--- config.mk ---
export PLATFORM = sky130hd
export DESIGN_NAME = sem_controller
export DESIGN_NICKNAME = d
export VERILOG_FILES = /design/src/hw/rtl/sem_pkg.sv /design/src/hw/rtl/sem_controller.sv
export SDC_FILE = /design/constraint.sdc
export NUM_CORES = 1
export LEC_CHECK = 0
export BUFFER_PORTS_ARGS = -buffer_cell sky130_fd_sc_hd__buf_2
export CELL_PAD_IN_SITES_DETAIL_PLACEMENT = 1
export CELL_PAD_IN_SITES_GLOBAL_PLACEMENT = 1
export CORE_AREA = 10 10 47 49
export DETAILED_ROUTE_END_ITERATION = 10
export DIE_AREA = 0 0 57 59
export HOLD_SLACK_MARGIN = 0.05
export PLACE_DENSITY_LB_ADDON = 0.1
export SYNTH_ARGS = -nofsm -noshare
export SYNTH_HDL_FRONTEND = slang
export SYNTH_SLANG_ARGS = --single-unit
--- constraint.sdc ---
create_clock -name clk -period 2.81 [get_ports clk]
set_input_delay 0.1405 -clock clk [delete_from_list [all_inputs] [get_ports clk]]
set_output_delay 0.1405 -clock clk [all_outputs]
set_load 0.005 [all_outputs]
--- src/hw/rtl/sem_pkg.sv ---
// Shared types and constants for the Sobel edge magnitude core.
package sem_pkg;

  localparam int GREEN_W      = 8;
  localparam int MAG_W        = 11;
  localparam int WIDTH_REG_W  = 12;
  localparam int HEIGHT_REG_W = 13;
  localparam int ROW_W        = 13;
  localparam int CFG_INDEX_W  = 2;
  localparam int CFG_DATA_W   = 13;
  localparam int MAX_HEIGHT   = 4096;
  localparam int GRAD_W       = 11;
  localparam int SQ_W         = 20;
  localparam int RAD_W        = 21;

  localparam logic [CFG_INDEX_W-1:0]  REG_IMAGE_WIDTH  = 2'd0;
  localparam logic [CFG_INDEX_W-1:0]  REG_IMAGE_HEIGHT = 2'd1;
  localparam logic [WIDTH_REG_W-1:0]  WIDTH_RESET      = 12'd640;
  localparam logic [HEIGHT_REG_W-1:0] HEIGHT_RESET     = 13'd480;
  localparam logic                    KIND_PIXEL       = 1'b0;
  localparam logic                    KIND_FLUSH       = 1'b1;
  localparam logic [RAD_W-1:0]        ROOT_START       = 21'h100000;

  typedef enum logic [2:0] {
    S_IDLE,
    S_UPDATE,
    S_GRAD,
    S_SQUARE,
    S_LOAD,
    S_ROOT,
    S_DONE
  } state_t;

  typedef struct packed {
    logic capture;
    logic update;
    logic grad;
    logic square;
    logic load;
    logic root_step;
    logic out_load;
  } ctrl_cmd_t;

  typedef struct packed {
    logic has_result;
    logic root_last;
  } dp_status_t;

endpackage

--- src/hw/rtl/sem_controller.sv ---
// Controller: sequences one item through update and, if it yields a result, gradient, square, load and root steps.
module sem_controller (
  input  logic                clk,
  input  logic                rst,
  input  logic                in_valid,
  output logic                in_ready,
  input  logic                out_ready,
  output logic                out_valid,
  input  sem_pkg::dp_status_t status,
  output sem_pkg::ctrl_cmd_t  cmd
);

  sem_pkg::state_t state;
  sem_pkg::state_t state_next;
  logic            out_free;

  assign out_free = !out_valid || out_ready;

  always_ff @(posedge clk) begin
    if (rst) begin
      state <= sem_pkg::S_IDLE;
    end else begin
      state <= state_next;
    end
  end

  always_comb begin
    state_next = state;
    case (state)
      sem_pkg::S_IDLE:   if (in_valid) state_next = sem_pkg::S_UPDATE;
      sem_pkg::S_UPDATE: state_next = status.has_result ? sem_pkg::S_GRAD : sem_pkg::S_IDLE;
      sem_pkg::S_GRAD:   state_next = sem_pkg::S_SQUARE;
      sem_pkg::S_SQUARE: state_next = sem_pkg::S_LOAD;
      sem_pkg::S_LOAD:   state_next = sem_pkg::S_ROOT;
      sem_pkg::S_ROOT:   if (status.root_last) state_next = sem_pkg::S_DONE;
      sem_pkg::S_DONE:   if (out_free) state_next = sem_pkg::S_IDLE;
      default:           state_next = sem_pkg::S_IDLE;
    endcase
  end

  always_comb begin
    cmd      = '0;
    in_ready = 1'b0;
    case (state)
      sem_pkg::S_IDLE: begin
        in_ready    = 1'b1;
        cmd.capture = in_valid;
      end
      sem_pkg::S_UPDATE: cmd.update    = 1'b1;
      sem_pkg::S_GRAD:   cmd.grad      = 1'b1;
      sem_pkg::S_SQUARE: cmd.square    = 1'b1;
      sem_pkg::S_LOAD:   cmd.load      = 1'b1;
      sem_pkg::S_ROOT:   cmd.root_step = 1'b1;
      sem_pkg::S_DONE:   cmd.out_load  = out_free;
      default: ;
    endcase
  end

  always_ff @(posedge clk) begin
    if (rst) begin
      out_valid <= 1'b0;
    end else if (cmd.out_load) begin
      out_valid <= 1'b1;
    end else if (out_ready) begin
      out_valid <= 1'b0;
    end
  end

endmodule

==> results.txt <==
Status -> complete, no violations
Top-count cell post-synth -> dfxtp_1
Pwr Density -> 439 nW/um^2
Initial Util -> 0.204
DRT antenna net count -> 0
Residual DRC -> 0
Max Clock Skew -> 0.00431 ns
Buffers added on ports -> 14
CP max FO -> 13
Post-synthesis sequential area ratio -> 0.281
CTS H-Tree Depth -> 1
Clock latency on the worst-skew pair -> 0.24 ns
Routed vias -> 281
Syn avg cell area -> 9.51 sq um
GR Overflow Total -> 0
Overall Power -> 0.000165 W
Cts bufs inserted -> 3
HPWL after DPL -> 696 um
Share of cells above drive strength 1 -> 0.578
Buffers from clock root to sink, at most -> 2
Rel. slew slack -> 0.704
Root Buffer -> clkbuf_4
Mean number of vias per cell -> 4.61
Top post-synthesis cells by area -> dfxtp_1, buf_6, nor3_2, o41ai_2, a2111oi_2
Clk slew on worst S/H paths -> 0.04 ns
GRT Total Usage -> 0.0558
Io pins -> 15
CTS tree -> done
CP Data Required Time -> 2.67 ns
CP Capture Type -> output port
Max-slew violation count -> 0
Leakage -> 0.176 nW
Cell row count -> 14
Slew @ Worst Pin -> 0.444 ns
Area of the multi-input gates -> 175 sq um
HP Class -> input port to flop
Final net count -> 53
Worst endpoint data arrival time -> 1.33 ns
Number of synthesized flops with an enable pin -> 0
Setup Crit Path Kind -> flop to output port
GP Congestion -> 0.715
RSZ-0062 raised after global routing -> no
Max cap viols -> 0
Initial antenna violation count -> 0
Post-synth top flop -> dfxtp_1
Largest net degree at the start of global routing -> 14
Synthesized area -> 285 sq um
Sequential Area -> 80.1 sq um
Total Wirelength -> 841 um
Max Clk Rate -> 682 MHz
Met3 wire len -> 137 um
Post-synth top area cell -> dfxtp_1
Yosys warns -> 0
Cts hold-fix bufs -> 0
Setup TNS -> 0 ns
Core area -> 1400 sq um
Post-CTS Setup Bufs -> 0
Hold path depth -> 2
Final worst slack -> 1.34 ns
TritonRoute pass-1 iters -> 1
Number of global-route vias before repair -> 302
Post-CTS sizing -> 0
Die Y -> 59 um
Antenna cells -> 0
P&R area growth vs syn -> 31.6%
Yosys cell types -> 21
Clk sinks -> 4
WL/cell -> 13.8 um
Final hold vios -> 0
Die W -> 57 um
Met2 Wirelength -> 322 um
Synth Register Bits -> 4
Fin crit period -> 1.47 ns
Async SR Flop Fraction -> 0
Worst VDD drop -> 105 uV
Tcrit/Tclk final -> 0.522
Uppermost layer routed -> met4
Critical Path Start Type -> flop
Drt initial violations -> 0
Worst R2R Path Depth -> 3
First-pass GRT wire length -> 1390 um
Fill cells -> 184
Dpl ws -> 1.55 ns
Die area -> 3360 sq um
Mapped Cells -> 30
Met1 Wirelength -> 320 um
Post-synth top area share -> 0.281
Mapped Nets -> 36
Setup Viol. Count Final -> 0
worst paths after layout:
kind         slack [ns]       from   endpoint
min                0.16        rst  out_valid
max reg2reg        1.63   state[2]   state[2]
min reg2reg        0.55  out_valid  out_valid
max                1.34   state[2]     cmd[1]
critical path, cell delays in order (launching register included):
cell,delay (ns)
dfxtp_1,0.58
nor2b_1,0.24
and2_2,0.16
buf_2,0.11
state kept, by name, summed over array words and instances (netlist names):
register and flops:
state 3, out_valid 1
cells by family after synthesis:
logic type | share of synthesized area
and+or+nand+nor | 0.390
AOI/OAI and AO/OA | 0.189
DFF | 0.281
buffers and inverters | 0.105
muxes | 0.0351
per-layer routing:
layer,GRT usage,vias to the layer above
met1,0.0501,121
met2,0.0682,18
met5,0,-
li1,-,137
met3,0.0408,5
met4,0.0805,0
final cells by class:
cell class | instances | area share
well taps | 16 | 0.0533
repair buffers | 14 | 0.187
multi-input cells | 22 | 0.467
flip-flops and latches | 4 | 0.213
clock buffers | 3 | 0.0600
inverters | 2 | 0.0200
layout by cell type (no fill, tap or decap), drive strengths merged:
cell type and instances:
nor3 4, a211o 1, nor2 2, nand2b 2
nand3 1, and3b 1, mux2i 1, inv 2
nor2b 2, and2 2, dfxtp 4, clkbuf 3
o41ai 1, a2111oi 1, nor3b 1, and4bb 1
buf 14, a21oi 2
report_power, final:
group	leakage (nW)	switching, W	total (W)	internal [W]
Clock	0.0138	0.0000234	0.0000712	0.0000477
Sequential	0.0326	0.00000653	0.0000662	0.0000596
Combinational	0.129	0.0000124	0.0000276	0.0000151
per-stage QoR:
step           hold slack, ns  area, sq um   util  instances
3_3_place_gp            0.400          353  0.252         58
5_1_grt                 0.163          375  0.268         61
2_1_floorplan           0.210          285      -         30
4_1_cts                 0.149          375  0.268         61
3_5_place_dp            0.405          353  0.252         58
6_report                0.155          375  0.268         61
(Power assumes the default switching activity.)
